$ cat src/design/lkvs_pkg.sv
// ----------------------------------------------------------------------------
// lkvs_pkg
// Shared constants, request codes and controller command type for the
// lru key-value store.
// ----------------------------------------------------------------------------
package lkvs_pkg;

	// default geometry
	localparam int DEPTH_DEF       = 16;
	localparam int KEY_WIDTH_DEF   = 32;
	localparam int VALUE_WIDTH_DEF = 32;

	// request codes
	localparam int ACTION_W = 2;
	localparam logic [ACTION_W-1:0] ACT_FIND   = 2'd0;
	localparam logic [ACTION_W-1:0] ACT_ERASE  = 2'd1;
	localparam logic [ACTION_W-1:0] ACT_INSERT = 2'd2;

	// configuration register file
	localparam int CFG_W   = 5;
	localparam int PADDR_W = 3;
	localparam int PDATA_W = 32;
	localparam logic                  REG_CAPACITY   = 1'b0;
	localparam logic [CFG_W-1:0]      CAPACITY_RESET = 5'd16;

	// controller to datapath commands
	typedef struct packed {
		logic load;    // latch request and clear scan trackers
		logic rd;      // read slot memories at the scan address
		logic commit;  // apply the update and present the result
	} lkvs_cmd_t;

endpackage

$ cat src/design/lkvs_ctrl.sv
// ----------------------------------------------------------------------------
// lkvs_ctrl
// Request sequencer: accepts a transaction, walks the slot scan address over
// every slot, drains the compare stage and issues the commit.
// ----------------------------------------------------------------------------
module lkvs_ctrl #(
	parameter int DEPTH = lkvs_pkg::DEPTH_DEF
) (
	input  logic                     clk,
	input  logic                     arst_n,
	input  logic                     start,
	output logic                     busy,
	output lkvs_pkg::lkvs_cmd_t      cmd,
	output logic [$clog2(DEPTH)-1:0] addr
);

	localparam int IDX_W = $clog2(DEPTH);
	localparam logic [IDX_W-1:0] LAST_IDX = IDX_W'(DEPTH - 1);

	typedef enum logic [3:0] {
		S_IDLE = 4'b0001,
		S_SCAN = 4'b0010,
		S_LAST = 4'b0100,
		S_DONE = 4'b1000
	} state_t;

	state_t             state_q;
	logic [IDX_W-1:0]   addr_q;

	// state and scan address
	always_ff @(posedge clk or negedge arst_n) begin
		if (!arst_n) begin
			state_q <= S_IDLE;
			addr_q  <= '0;
		end else begin
			case (state_q)
				S_IDLE: begin
					addr_q <= '0;
					if (start) begin
						state_q <= S_SCAN;
					end
				end
				S_SCAN: begin
					if (addr_q == LAST_IDX) begin
						state_q <= S_LAST;
					end else begin
						addr_q <= addr_q + 1'b1;
					end
				end
				S_LAST: begin
					state_q <= S_DONE;
				end
				S_DONE: begin
					state_q <= S_IDLE;
				end
				default: begin
					state_q <= S_IDLE;
				end
			endcase
		end
	end

	// command decode
	always_comb begin
		cmd        = '0;
		cmd.load   = (state_q == S_IDLE) && start;
		cmd.rd     = (state_q == S_SCAN);
		cmd.commit = (state_q == S_DONE);
	end

	assign busy = (state_q != S_IDLE);
	assign addr = addr_q;

endmodule

$ cat src/design/lkvs_datapath.sv
// ----------------------------------------------------------------------------
// lkvs_datapath
// Slot storage, recency ranks, scan compare stage and result registers.
// Keys and values sit in memories with one read port and one write port, read one slot per cycle.
// ----------------------------------------------------------------------------
module lkvs_datapath #(
	parameter int DEPTH       = lkvs_pkg::DEPTH_DEF,
	parameter int KEY_WIDTH   = lkvs_pkg::KEY_WIDTH_DEF,
	parameter int VALUE_WIDTH = lkvs_pkg::VALUE_WIDTH_DEF
) (
	input  logic                          clk,
	input  logic                          arst_n,
	input  lkvs_pkg::lkvs_cmd_t           cmd,
	input  logic [$clog2(DEPTH)-1:0]      addr,
	input  logic [lkvs_pkg::CFG_W-1:0]    capacity,
	input  logic [lkvs_pkg::ACTION_W-1:0] action,
	input  logic [KEY_WIDTH-1:0]          key,
	input  logic [VALUE_WIDTH-1:0]        value,
	output logic                          done,
	output logic                          hit,
	output logic [VALUE_WIDTH-1:0]        value_out,
	output logic                          evicted,
	output logic [KEY_WIDTH-1:0]          evicted_key
);

	localparam int IDX_W = $clog2(DEPTH);
	localparam int AGE_W = IDX_W;
	localparam int CNT_W = $clog2(DEPTH + 1);
	localparam int CMP_W = (CNT_W > lkvs_pkg::CFG_W) ? CNT_W : lkvs_pkg::CFG_W;

	// slot state
	logic                   valid_q [DEPTH];
	logic [AGE_W-1:0]       age_q   [DEPTH];
	logic [CNT_W-1:0]       live_q;
	logic [KEY_WIDTH-1:0]   key_mem [DEPTH];
	logic [VALUE_WIDTH-1:0] val_mem [DEPTH];

	// latched request
	logic [lkvs_pkg::ACTION_W-1:0] act_q;
	logic [KEY_WIDTH-1:0]          req_key_q;
	logic [VALUE_WIDTH-1:0]        req_val_q;

	// compare stage
	logic                   cmp_vld_s1;
	logic [IDX_W-1:0]       cmp_idx_s1;
	logic [KEY_WIDTH-1:0]   rd_key_s1;
	logic [VALUE_WIDTH-1:0] rd_val_s1;

	// scan trackers
	logic                   hit_fnd_q;
	logic [IDX_W-1:0]       hit_idx_q;
	logic [AGE_W-1:0]       hit_age_q;
	logic [VALUE_WIDTH-1:0] hit_val_q;
	logic                   free_fnd_q;
	logic [IDX_W-1:0]       free_idx_q;
	logic                   old_fnd_q;
	logic [IDX_W-1:0]       old_idx_q;
	logic [AGE_W-1:0]       old_age_q;
	logic [KEY_WIDTH-1:0]   old_key_q;

	// result registers
	logic                   done_q;
	logic                   hit_q;
	logic [VALUE_WIDTH-1:0] value_out_q;
	logic                   evicted_q;
	logic [KEY_WIDTH-1:0]   evicted_key_q;

	logic                   cur_valid;
	logic [AGE_W-1:0]       cur_age;
	logic                   key_match;
	logic [CMP_W-1:0]       cap_ext;
	logic [CMP_W-1:0]       live_ext;
	logic                   room;
	logic                   op_touch;
	logic                   op_release;
	logic                   op_fill;
	logic                   op_evict;
	logic [IDX_W-1:0]       tgt_idx;
	logic [AGE_W-1:0]       tgt_age;
	logic                   act_known;

	// request latch
	always_ff @(posedge clk) begin
		if (cmd.load) begin
			act_q     <= action;
			req_key_q <= key;
			req_val_q <= value;
		end
	end

	// slot memory read port and write port
	always_ff @(posedge clk) begin
		if (cmd.rd) begin
			rd_key_s1 <= key_mem[addr];
			rd_val_s1 <= val_mem[addr];
		end
		if (cmd.commit && (op_fill || op_evict)) begin
			key_mem[tgt_idx] <= req_key_q;
			val_mem[tgt_idx] <= req_val_q;
		end
	end

	// compare stage index follows the read
	always_ff @(posedge clk or negedge arst_n) begin
		if (!arst_n) begin
			cmp_vld_s1 <= 1'b0;
			cmp_idx_s1 <= '0;
		end else begin
			cmp_vld_s1 <= cmd.rd;
			cmp_idx_s1 <= addr;
		end
	end

	assign cur_valid = valid_q[cmp_idx_s1];
	assign cur_age   = age_q[cmp_idx_s1];
	assign key_match = cur_valid && (rd_key_s1 == req_key_q);

	// first match, first free slot, oldest live slot (lowest index on a tie)
	always_ff @(posedge clk or negedge arst_n) begin
		if (!arst_n) begin
			hit_fnd_q  <= 1'b0;
			hit_idx_q  <= '0;
			hit_age_q  <= '0;
			hit_val_q  <= '0;
			free_fnd_q <= 1'b0;
			free_idx_q <= '0;
			old_fnd_q  <= 1'b0;
			old_idx_q  <= '0;
			old_age_q  <= '0;
			old_key_q  <= '0;
		end else if (cmd.load) begin
			hit_fnd_q  <= 1'b0;
			free_fnd_q <= 1'b0;
			old_fnd_q  <= 1'b0;
		end else if (cmp_vld_s1) begin
			if (key_match && !hit_fnd_q) begin
				hit_fnd_q <= 1'b1;
				hit_idx_q <= cmp_idx_s1;
				hit_age_q <= cur_age;
				hit_val_q <= rd_val_s1;
			end
			if (!cur_valid && !free_fnd_q) begin
				free_fnd_q <= 1'b1;
				free_idx_q <= cmp_idx_s1;
			end
			if (cur_valid && (!old_fnd_q || (cur_age > old_age_q))) begin
				old_fnd_q <= 1'b1;
				old_idx_q <= cmp_idx_s1;
				old_age_q <= cur_age;
				old_key_q <= rd_key_s1;
			end
		end
	end

	// room below the effective capacity (zero reads as one, clipped to depth)
	always_comb begin
		cap_ext  = CMP_W'(capacity);
		live_ext = CMP_W'(live_q);
		if (cap_ext == '0) begin
			room = (live_ext < CMP_W'(1));
		end else if (cap_ext > CMP_W'(DEPTH)) begin
			room = (live_ext < CMP_W'(DEPTH));
		end else begin
			room = (live_ext < cap_ext);
		end
	end

	// commit decode
	always_comb begin
		op_touch   = 1'b0;
		op_release = 1'b0;
		op_fill    = 1'b0;
		op_evict   = 1'b0;
		tgt_idx    = hit_idx_q;
		tgt_age    = hit_age_q;
		act_known  = 1'b1;
		case (act_q)
			lkvs_pkg::ACT_FIND: begin
				op_touch = hit_fnd_q;
			end
			lkvs_pkg::ACT_ERASE: begin
				op_release = hit_fnd_q;
			end
			lkvs_pkg::ACT_INSERT: begin
				if (hit_fnd_q) begin
					op_touch = 1'b1;
				end else if (room && free_fnd_q) begin
					op_fill = 1'b1;
					tgt_idx = free_idx_q;
				end else if (old_fnd_q) begin
					op_evict = 1'b1;
					tgt_idx  = old_idx_q;
					tgt_age  = old_age_q;
				end else begin
					op_fill = 1'b1;
					tgt_idx = '0;
				end
			end
			default: begin
				act_known = 1'b0;
			end
		endcase
	end

	// recency ranks and valid bits, each slot updated on its own
	always_ff @(posedge clk or negedge arst_n) begin
		if (!arst_n) begin
			for (int i = 0; i < DEPTH; i++) begin
				valid_q[i] <= 1'b0;
				age_q[i]   <= '0;
			end
		end else if (cmd.commit) begin
			for (int i = 0; i < DEPTH; i++) begin
				if (tgt_idx == IDX_W'(i)) begin
					if (op_touch) begin
						age_q[i] <= '0;
					end else if (op_release) begin
						valid_q[i] <= 1'b0;
						age_q[i]   <= '0;
					end else if (op_fill || op_evict) begin
						valid_q[i] <= 1'b1;
						age_q[i]   <= '0;
					end
				end else if (valid_q[i]) begin
					if (op_touch && (age_q[i] < tgt_age)) begin
						age_q[i] <= age_q[i] + 1'b1;
					end else if (op_release && (age_q[i] > tgt_age)) begin
						age_q[i] <= age_q[i] - 1'b1;
					end else if (op_fill) begin
						age_q[i] <= age_q[i] + 1'b1;
					end else if (op_evict && !(age_q[i] > tgt_age)) begin
						age_q[i] <= age_q[i] + 1'b1;
					end
				end
			end
		end
	end

	// live entry count
	always_ff @(posedge clk or negedge arst_n) begin
		if (!arst_n) begin
			live_q <= '0;
		end else if (cmd.commit) begin
			if (op_release && (live_q != '0)) begin
				live_q <= live_q - 1'b1;
			end else if (op_fill) begin
				live_q <= live_q + 1'b1;
			end
		end
	end

	// result registers
	always_ff @(posedge clk or negedge arst_n) begin
		if (!arst_n) begin
			done_q <= 1'b0;
		end else begin
			done_q <= cmd.commit;
		end
	end

	always_ff @(posedge clk) begin
		if (cmd.commit) begin
			hit_q         <= hit_fnd_q && act_known;
			value_out_q   <= ((act_q == lkvs_pkg::ACT_FIND) && hit_fnd_q) ? hit_val_q : '0;
			evicted_q     <= op_evict;
			evicted_key_q <= op_evict ? old_key_q : '0;
		end
	end

	assign done        = done_q;
	assign hit         = hit_q;
	assign value_out   = value_out_q;
	assign evicted     = evicted_q;
	assign evicted_key = evicted_key_q;

endmodule

$ cat src/design/lru_key_value_store_core.sv
// done strobes a result after start is taken, every slot is scanned and the commit is registered.
// One transaction at a time: busy is high while it runs, and start is taken only while idle.
// The key scan reads one slot per cycle through the single slot memory read port.
// done is high for exactly one cycle and cannot be stalled by the receiver.
// Reset (arst_n low, asynchronous): store empty, all ranks zero, capacity 16.
// ----------------------------------------------------------------------------
// lru_key_value_store_core
// Bounded key-value store with least-recently-used replacement: find, erase
// and insert requests, plus an apb-style capacity register.
// ----------------------------------------------------------------------------
module lru_key_value_store_core #(
	parameter int DEPTH       = lkvs_pkg::DEPTH_DEF,
	parameter int KEY_WIDTH   = lkvs_pkg::KEY_WIDTH_DEF,
	parameter int VALUE_WIDTH = lkvs_pkg::VALUE_WIDTH_DEF
) (
	input  logic                          clk,
	input  logic                          arst_n,
	// configuration port
	input  logic                          psel,
	input  logic                          penable,
	input  logic                          pwrite,
	input  logic [lkvs_pkg::PADDR_W-1:0]  paddr,
	input  logic [lkvs_pkg::PDATA_W-1:0]  pwdata,
	output logic [lkvs_pkg::PDATA_W-1:0]  prdata,
	output logic                          pready,
	// request
	input  logic                          start,
	output logic                          busy,
	input  logic [lkvs_pkg::ACTION_W-1:0] action,
	input  logic [KEY_WIDTH-1:0]          key,
	input  logic [VALUE_WIDTH-1:0]        value,
	// result
	output logic                          done,
	output logic                          hit,
	output logic [VALUE_WIDTH-1:0]        value_out,
	output logic                          evicted,
	output logic [KEY_WIDTH-1:0]          evicted_key
);

	localparam int IDX_W = $clog2(DEPTH);

	logic [lkvs_pkg::CFG_W-1:0] capacity_q;
	lkvs_pkg::lkvs_cmd_t        cmd;
	logic [IDX_W-1:0]           scan_addr;
	logic                       reg_sel;

	assign reg_sel = (paddr[2] == lkvs_pkg::REG_CAPACITY);
	assign pready  = 1'b1;

	// capacity register write
	always_ff @(posedge clk or negedge arst_n) begin
		if (!arst_n) begin
			capacity_q <= lkvs_pkg::CAPACITY_RESET;
		end else if (psel && penable && pwrite && pready && reg_sel) begin
			capacity_q <= pwdata[lkvs_pkg::CFG_W-1:0];
		end
	end

	// register read back
	assign prdata = reg_sel ? lkvs_pkg::PDATA_W'(capacity_q) : '0;

	lkvs_ctrl #(
		.DEPTH (DEPTH)
	) u_ctrl (
		.clk    (clk),
		.arst_n (arst_n),
		.start  (start),
		.busy   (busy),
		.cmd    (cmd),
		.addr   (scan_addr)
	);

	lkvs_datapath #(
		.DEPTH       (DEPTH),
		.KEY_WIDTH   (KEY_WIDTH),
		.VALUE_WIDTH (VALUE_WIDTH)
	) u_datapath (
		.clk         (clk),
		.arst_n      (arst_n),
		.cmd         (cmd),
		.addr        (scan_addr),
		.capacity    (capacity_q),
		.action      (action),
		.key         (key),
		.value       (value),
		.done        (done),
		.hit         (hit),
		.value_out   (value_out),
		.evicted     (evicted),
		.evicted_key (evicted_key)
	);

endmodule
$ cat config.mk
export PLATFORM = sky130hd
export DESIGN_NAME = lru_key_value_store_core
export DESIGN_NICKNAME = d
export VERILOG_FILES = /design/src/design/lkvs_pkg.sv /design/src/design/lkvs_ctrl.sv /design/src/design/lkvs_datapath.sv /design/src/design/lru_key_value_store_core.sv
export SDC_FILE = /design/constraint.sdc
export NUM_CORES = 2
export LEC_CHECK = 0
export ABC_AREA = 1
export BUFFER_PORTS_ARGS = -buffer_cell sky130_fd_sc_hd__buf_2
export CAP_MARGIN = 0
export CORE_ASPECT_RATIO = 0.5
export CORE_UTILIZATION = 40
export CTS_BUF_LIST = sky130_fd_sc_hd__clkbuf_4
export CTS_CLUSTER_DIAMETER = 50
export DETAILED_ROUTE_END_ITERATION = 6
export PLACE_DENSITY = 0.57
export SETUP_SLACK_MARGIN = 0.02
export SLEW_MARGIN = 20
export SYNTH_ARGS = -nofsm -noshare
export SYNTH_HDL_FRONTEND = slang
export SYNTH_SLANG_ARGS = --single-unit
$ cat constraint.sdc
create_clock -name clk -period 8.7 [get_ports clk]
set_input_delay 0 -clock clk [delete_from_list [all_inputs] [get_ports clk]]
set_output_delay 0 -clock clk [all_outputs]
set_load 0.01 [all_outputs]
## Word level (Yosys, flattened, before mapping)

Memory sizes are Yosys's and may differ from the RTL's. A register that Yosys moved wholly into a read port is not among the register bits.
Cells that the tools add are included.

- Input bits: 107
- Register bits: 323
- Memories: 2
- Word-level logic and storage cells: 494
- Output and inout port bits: 101
- RAM bits: 1,024

- Reduce and logical (&&, ||, !) cells: 168
- Equality and inequality tests: 43
- Bitwise logic cells: 4
- Muxes and demuxes: 148
- $lt $le $gt $ge: 38
- Add/sub/neg operators: 35

Memory list:

| name | depth | width | rd ports | clocked after memory_dff | wr ports | RTL line | text |
|---|---|---|---|---|---|---|---|
| u_datapath.key_mem | 16 | 32 | 1 | 1 | 1 | lkvs_datapath.sv:35 | `logic [KEY_WIDTH-1:0] key_mem [DEPTH];` |
| u_datapath.val_mem | 16 | 32 | 1 | 1 | 1 | lkvs_datapath.sv:36 | `logic [VALUE_WIDTH-1:0] val_mem [DEPTH];` |

Operator list:

| kind | count |
|---|---|
| 4-bit two-way mux | 112 |
| 4-bit AND reduction | 32 |
| 5-bit nonzero test | 17 |
| 4-bit by 1-bit adder with 4-bit output, second input constant | 17 |
| 4-bit greater-than comparator | 17 |
| 4-bit < comparator | 16 |
| 4-bit by 1-bit inequality test with 1-bit output, second input constant | 16 |
| 4-bit by 1-bit subtractor with 4-bit output, second input constant | 16 |
| 1-bit logical AND | 61 |
| 2-bit nonzero test | 23 |
| 4-bit == test, second input constant | 10 |
| 32-bit == test | 1 |
| 1-bit two-way mux | 28 |
| 4-bit by 3-bit == test with 1-bit output, second input constant | 5 |
| 1-bit logical NOT | 20 |
| 4-bit binary-select mux with 4-bit select | 1 |
| 5-bit two-way mux | 3 |
| 4-bit by 2-bit == test with 1-bit output, second input constant | 3 |
| 4-bit one-hot mux with 3 select lines | 1 |
| 2-bit AND reduction | 6 |
| 3-bit AND reduction | 3 |
| 4-bit by 1-bit == test with 1-bit output, second input constant | 2 |
| 4-bit one-hot mux with 2 select lines | 1 |
| 5-bit by 1-bit adder with 5-bit output, second input constant | 1 |
| 20 further kinds | 24 |

## Depth between registers and ports, before layout

- Word-level depth: 16
- Gate-level depth with buffers: 29
- Mapped depth without buffers: 28

## By module

From an unflattened synthesis, not the netlist that was laid out.

- Cell total of the unflattened synthesis: 4,829
- Area total of the unflattened synthesis: 60,818.3 um^2

By module, submodules not included:

| module | area an instance (um^2) | seq. area each (um^2) | cells an instance | instances |
|---|---|---|---|---|
| lkvs_datapath | 59,908.7 | 41,089.4 | 4,712 | 1 |
| lru_key_value_store_core | 478.0 | 126.4 | 65 | 1 |
| lkvs_ctrl | 431.7 | 201.4 | 52 | 1 |

## Worst setup path after synthesis

OpenSTA, ideal clock, no wires.

- Path type: reg2reg
- Start point: register capacity_q[4] (netlist name)
- End point: memory u_datapath.key_mem[10][0] (netlist name) (enable)
- Path buffers: 0
- Setup slack: 3,614 ps
- Required time: 8,214 ps
- Library setup time: 486 ps
- Clock period less this slack: 5,086 ps
- Cell stages (with the launch flop): 14
- Arrival time: 4,600 ps
- Cells stage by stage: dfstp_2 -> inv_2 -> ha_1 -> nand2_1 -> nand2_1 -> a21oi_1 -> nand2_2 -> nand2_4 -> nand3_1 -> nand3_2 -> nand2_4 -> nor2_8 -> nand2_2 -> nor2_1

- Word-level cells in the longest chain between the ends: 11
- Elaborated cells between the ends (all ways): 19
- Classes of those cells: order compare: 2; mux: 13; reduce/logical: 4

RTL lines:

| element | RTL line | text |
|---|---|---|
| start: declaration | lru_key_value_store_core.sv:42 | `logic [lkvs_pkg::CFG_W-1:0] capacity_q;` |
| start signal: assignment | lru_key_value_store_core.sv:53 | `capacity_q <= lkvs_pkg::CAPACITY_RESET;` |
| start signal: assignment | lru_key_value_store_core.sv:55 | `capacity_q <= pwdata[lkvs_pkg::CFG_W-1:0];` |
| 5-bit < comparator or 5-bit greater-than comparator (tied branches) | lkvs_datapath.sv:164, lkvs_datapath.sv:161 |  |
| 1-bit two-way mux | lkvs_datapath.sv:161 | `end else if (cap_ext > CMP_W'(DEPTH)) begin` |
| 1-bit two-way mux (*) | lkvs_datapath.sv:159 | `if (cap_ext == '0) begin` |
| 1-bit logical AND (*) | lkvs_datapath.sv:187 | `end else if (room && free_fnd_q) begin` |
| 1-bit two-way mux | lkvs_datapath.sv:187 |  |
| 1-bit two-way mux | lkvs_datapath.sv:185 | `if (hit_fnd_q) begin` |
| 1-bit two-way mux | lkvs_datapath.sv:177 | `case (act_q)` |
| 1-bit logical OR | lkvs_datapath.sv:97 | `if (cmd.commit && (op_fill \|\| op_evict)) begin` |
| 1-bit logical AND | lkvs_datapath.sv:97 |  |
| 1-bit two-way mux | lkvs_datapath.sv:97 |  |
| 1-bit two-way mux (implied by the code) | lkvs_datapath.sv:98 | `key_mem[tgt_idx] <= req_key_q;` |
| end: declaration | lkvs_datapath.sv:35 |  |

Mark *: on every way between the ends. The rest lies on a longest branch, timed or not.

## Worst setup path after layout

- Start point: register capacity_q[4] (netlist name)
- End point: register u_datapath.age_q[21] (netlist name)

- Word-level cells in the longest chain between the ends: 13
- Elaborated cells between the ends (all ways): 35
- Classes of those cells: order compare: 4; eq/ne: 2; mux: 19; reduce/logical: 10

RTL lines:

| element | RTL line | text |
|---|---|---|
| 5-bit < comparator or 5-bit greater-than comparator (tied branches) | lkvs_datapath.sv:164, lkvs_datapath.sv:161 |  |
| 1-bit two-way mux | lkvs_datapath.sv:161 |  |
| 1-bit two-way mux (*) | lkvs_datapath.sv:159 |  |
| 1-bit logical AND (*) | lkvs_datapath.sv:187 |  |
| 4-bit two-way mux | lkvs_datapath.sv:187 |  |
| 4-bit two-way mux | lkvs_datapath.sv:185 |  |
| 4-bit two-way mux | lkvs_datapath.sv:177 |  |
| 4-bit greater-than comparator | lkvs_datapath.sv:227, lkvs_datapath.sv:231 |  |
| 1-bit logical AND | lkvs_datapath.sv:227 | `end else if (op_release && (age_q[i] > tgt_age)) begin` |
| 4-bit two-way mux | lkvs_datapath.sv:227 |  |
| 4-bit two-way mux | lkvs_datapath.sv:225 | `if (op_touch && (age_q[i] < tgt_age)) begin` |
| 4-bit two-way mux | lkvs_datapath.sv:224 | `end else if (valid_q[i]) begin` |
| 4-bit two-way mux | lkvs_datapath.sv:214 | `if (tgt_idx == IDX_W'(i)) begin` |
| end signal: indexed assignment | lkvs_datapath.sv:226 | `age_q[i] <= age_q[i] + 1'b1;` |
| end signal: indexed assignment | lkvs_datapath.sv:228 | `age_q[i] <= age_q[i] - 1'b1;` |
| end signal: indexed assignment | lkvs_datapath.sv:230 | `age_q[i] <= age_q[i] + 1'b1;` |
| end: declaration | lkvs_datapath.sv:33 | `logic [AGE_W-1:0] age_q [DEPTH];` |

Mark *: on every way between the ends. The rest lies on a longest branch, timed or not. The select of a mux whose other input is x is not followed.
A chain may end at the register's enable or synchronous reset.

==> summary.md <==
| Metric | Value |
|---|---|
| Status | `finished with violations` |
| Failing checks | `DRC` |
| Fill cells | `around 13000` |
| Overall die height | `~270 um` |
| Startpoint type of the worst setup path | `flip-flop` |
| CTS tree | `done` |
| I/O Buffers | `150` |
| Post-route cell area | `approximately 68000 sq um` |
| Chip Width | `545 um` |
| Detailed Routing Iterations Pass 1 | `7` |
| Worst R2R Start | `capacity_q[4]` |
| CTS Sinks | `roughly 1400` |
| Util after Layout | `0.469` |
| # DRC | `28` |
| Mapped Cells | `~4800` |
| Rows | `99` |
| Vias in the first global route | `around 40000` |
| VDD IR max | `0.217 mV` |
| Nets | `5594` |
| Cell variety after synth | `44` |
| Post-CTS setup buffers | `0` |
| Core Region | `between 100000 and 150000 sq um` |
| Placed inst area | `between 60000 and 70000 sq um` |
| Period utilization | `0.556` |
| CP Capture Type | `flip-flop` |
| Register area share after synthesis | `0.702` |
| HP Class | `input pin to flip-flop` |
| Sequential share of power | `0.518` |
| Share of cells above drive strength 1 | `0.161` |
| R2r endpoint | `u_datapath.age_q[21]` |
| Leading registers by flop count | `u_datapath.key_mem: 512 flops, u_datapath.val_mem: 512 flops, u_datapath.age_q: 64 flops` |
| Yosys top cell by area | `edfxtp_1` |
| Critical Path RT | `a little under 10 ns` |
| Fin Hold WS | `about 0.15 ns` |
| Critical path peak fanout | `41` |
| Total Routing Usage GR | `0.220` |
| CTS Buffer Depth | `4` |
| Avg Cell Area, Syn | `~12 sq um` |
| Clk_skew | `about 0.14 ns` |
| P_sw | `around 4600 uW` |
| Max Cap Viol | `0` |
| Post-synthesis xor/xnor area fraction | `0.0135` |
| Cts bufs inserted | `roughly 350` |
| Remaining Overflow, GRT | `0` |
| CTS root buf | `clkbuf_4` |
| PwrDens | `between 200 and 250 nW/um^2` |
| Synth top area cells | `edfxtp_1 62%, dfrtp_1 8.0%, nand2_1 5.5%` |
| Post-Route WL | `about 170000 um` |
| Clock power frac | `0.346` |
| Die area | `between 100000 and 150000 sq um` |
| EDFF count, synth | `between 1000 and 1500` |
| R2R cell count | `24` |
| CTS H-tree lvls | `5` |
| Synth Area in Simple Gates | `0.132` |
| Hold Path End | `u_datapath.req_key_q[20]` |
| GPL Wtd Cong | `0.846` |
| Slew headroom | `0.244` |
| Post-layout minimum cycle time | `slightly below 5 ns` |
| Largest net degree at the start of global routing | `234` |
| Post-DR wirelength/cell | `about 22 um` |
| Mux share of post-synthesis cell area | `0.00119` |
| Crit Path Category | `flip-flop to flip-flop` |
| Static leakage | `between 0.02 and 0.03 uW` |
| Largest family of logic cells by synthesized area | `simple AND/OR/NAND/NOR gates` |
| Final Power | `16100 uW` |
| Yosys top cell area share | `0.621` |
| RSZ-0062 raised after global routing | `no` |
| I/O Pins | `approximately 210` |
| Main synth FF type | `edfxtp_1` |
| Synth async-reset ratio | `0.135` |
| #FFs+latches synth | `~1400` |
| Critical path arrival | `5.89 ns` |
| Reg2Reg Setup Slack | `a little under 4 ns` |
| Synth warn | `0` |
| Compound-cell area share of the yosys netlist | `0.0937` |
| Initial core utilization | `0.404` |
| Hold Path Depth | `3` |
| Post-Syn Area | `approximately 59000 sq um` |
| P&R area growth vs syn | `16.0%` |
| Slew @ Worst Pin | `around 1.1 ns` |
| First-pass GRT wire length | `approximately 250000 um` |
| Antenna-violating nets left | `0` |
| Fmax | `207 MHz` |
| Initial DRC count | `4265` |
| Final setup violation count | `0` |
| Leading cell type in the layout, fill and taps excluded | `edfxtp_1` |
| Final-report hold violation count | `0` |
| Hold_sp | `key[20]` |
| Combinational Power Share | `0.136` |
| P_int | `roughly 11000 uW` |
| Synth Area in Adders | `0.0227` |
| Sw Ratio | `0.287` |
| Clock Latency Late Sink | `1.29 ns` |
| Max-slew violations | `0` |
| Routed via count | `41000` |
| Clock-pin slew on the worst setup and hold paths | `~0.070 ns` |
| Setup TNS Final | `0 ns` |
| Antenna violations before repair | `7` |
| Commonest non-fill, non-tap cells in the layout | `1220 x edfxtp_1, 862 x nand2_1, 537 x clkbuf_4` |
| Post-DP HPWL | `just under 90000 um` |
| Vias/cell | `5.39` |
==> worst max-delay path: stages (launching register included) <==
cell	delay (ns)
dfstp_2	0.55
inv_2	0.06
ha_1	0.30
nand2_1	0.07
nand2_1	0.04
a21oi_1	0.15
nand2_2	0.08
nand2_4	0.13
nand2_4	0.12
nand3_4	0.09
buf_4	0.49
nand2_1	0.09
nand2_1	0.83
ha_1	0.30
inv_1	0.05
a21oi_1	0.11
o21ai_0	0.12
and2_1	0.19
nand2_1	0.17
o21ai_0	0.12
nand3b_1	0.20
nand2_1	0.12
inv_1	0.10
nand4_1	0.09
nand2_1	0.07
==> cell type report <==
type / instances / area, sq um / share of cell area
inverters: 226 / 865 / 0.0126
diodes: 3 / 7.51 / 0.000110
clock buffers: 537 / 4030 / 0.0589
flip-flops and latches: 1411 / 41400 / 0.605
clock inverters: 65 / 359 / 0.00524
well taps: 1969 / 2460 / 0.0360
repair buffers: 438 / 3560 / 0.0520
multi-input cells: 2956 / 15800 / 0.230
==> synthesized netlist by cell type, types with 17 or more instances <==
| library cell | instances |
|---|---|
| edfxtp_1 | 1220 |
| nand2_1 | 864 |
| o21ai_0 | 506 |
| nor2_1 | 415 |
| a21oi_1 | 226 |
| nand3_1 | 224 |
| clkbuf_1 | 213 |
| inv_1 | 209 |
| dfrtp_1 | 189 |
| nand4_1 | 131 |
| ha_1 | 107 |
| o22ai_1 | 74 |
| a221oi_1 | 73 |
| o221ai_1 | 57 |
| xor2_1 | 52 |
| xnor2_1 | 39 |
| buf_4 | 35 |
| o21ai_1 | 25 |
| nand2_4 | 22 |
| nand2_2 | 21 |
| nand3_2 | 20 |
| buf_1 | 19 |
| inv_2 | 17 |
==> per-layer routing <==
metal  vias to the layer above  wire length [um]  GRT usage
met1                     20300             72300      0.305
met5                         -                26          0
li1                      18700                 -          -
met2                      1675             77600      0.352
met4                         4              3520     0.0757
met3                       300             12600     0.0372
==> what timing repair did <==
| action | 4_1_cts | 5_1_grt |
|---|---|---|
| endpoints found under the hold margin | 267 | 0 |
| hold buffers | 221 | 0 |
| setup endpoints to repair | 0 | 0 |
| gates resized for setup | 0 | 0 |
==> metrics by stage <==
stage               setup WS [ns]  std cells
global route                 3.50       7604
finish                       3.87       7605
floorplan                    3.61       4874
detailed placement           4.02       6777
CTS                          3.97       7600
global placement             4.03       6777
==> worst max-delay path by stage <==
stage / slack, ns / from / to / depth (start not counted)
final: 3.87 / capacity_q[4] / u_datapath.age_q[21] / 24
after global routing: 3.50 / capacity_q[4] / u_datapath.age_q[20] / 25
after CTS: 3.97 / capacity_q[4] / u_datapath.age_q[20] / 25
after detailed placement: 4.02 / capacity_q[4] / u_datapath.age_q[20] / 25
after global placement: 4.03 / u_datapath.cmp_idx_s1[1] / u_datapath.old_key_q[24] / 16
after floorplan: 3.61 / capacity_q[4] / u_datapath.key_mem[10][0] / 13
==> kinds of logic (layout without fill, tap and decap cells) <==
logic type,after synthesis,after routing
other,2,31
AND/OR/NAND/NOR,1745,1745
XOR/XNOR,91,91
adder cells (fa/ha/maj),107,107
multiplexers,7,7
flip-flops,1411,1411
AO/OA/AOI/OAI,978,978
buffers and inverters,507,1266
==> power groups by stage <==
stage	Sequential, uW	Combinational [uW]	Clock, uW
4_1_cts	8340	2170	5700
3_5_place_dp	8490	2080	0
3_3_place_gp	8460	2030	0
2_1_floorplan	8290	1480	0
6_report	8350	2190	5570
5_1_grt	8390	2420	6030
Note: power is estimated with default switching activity, not from simulation.
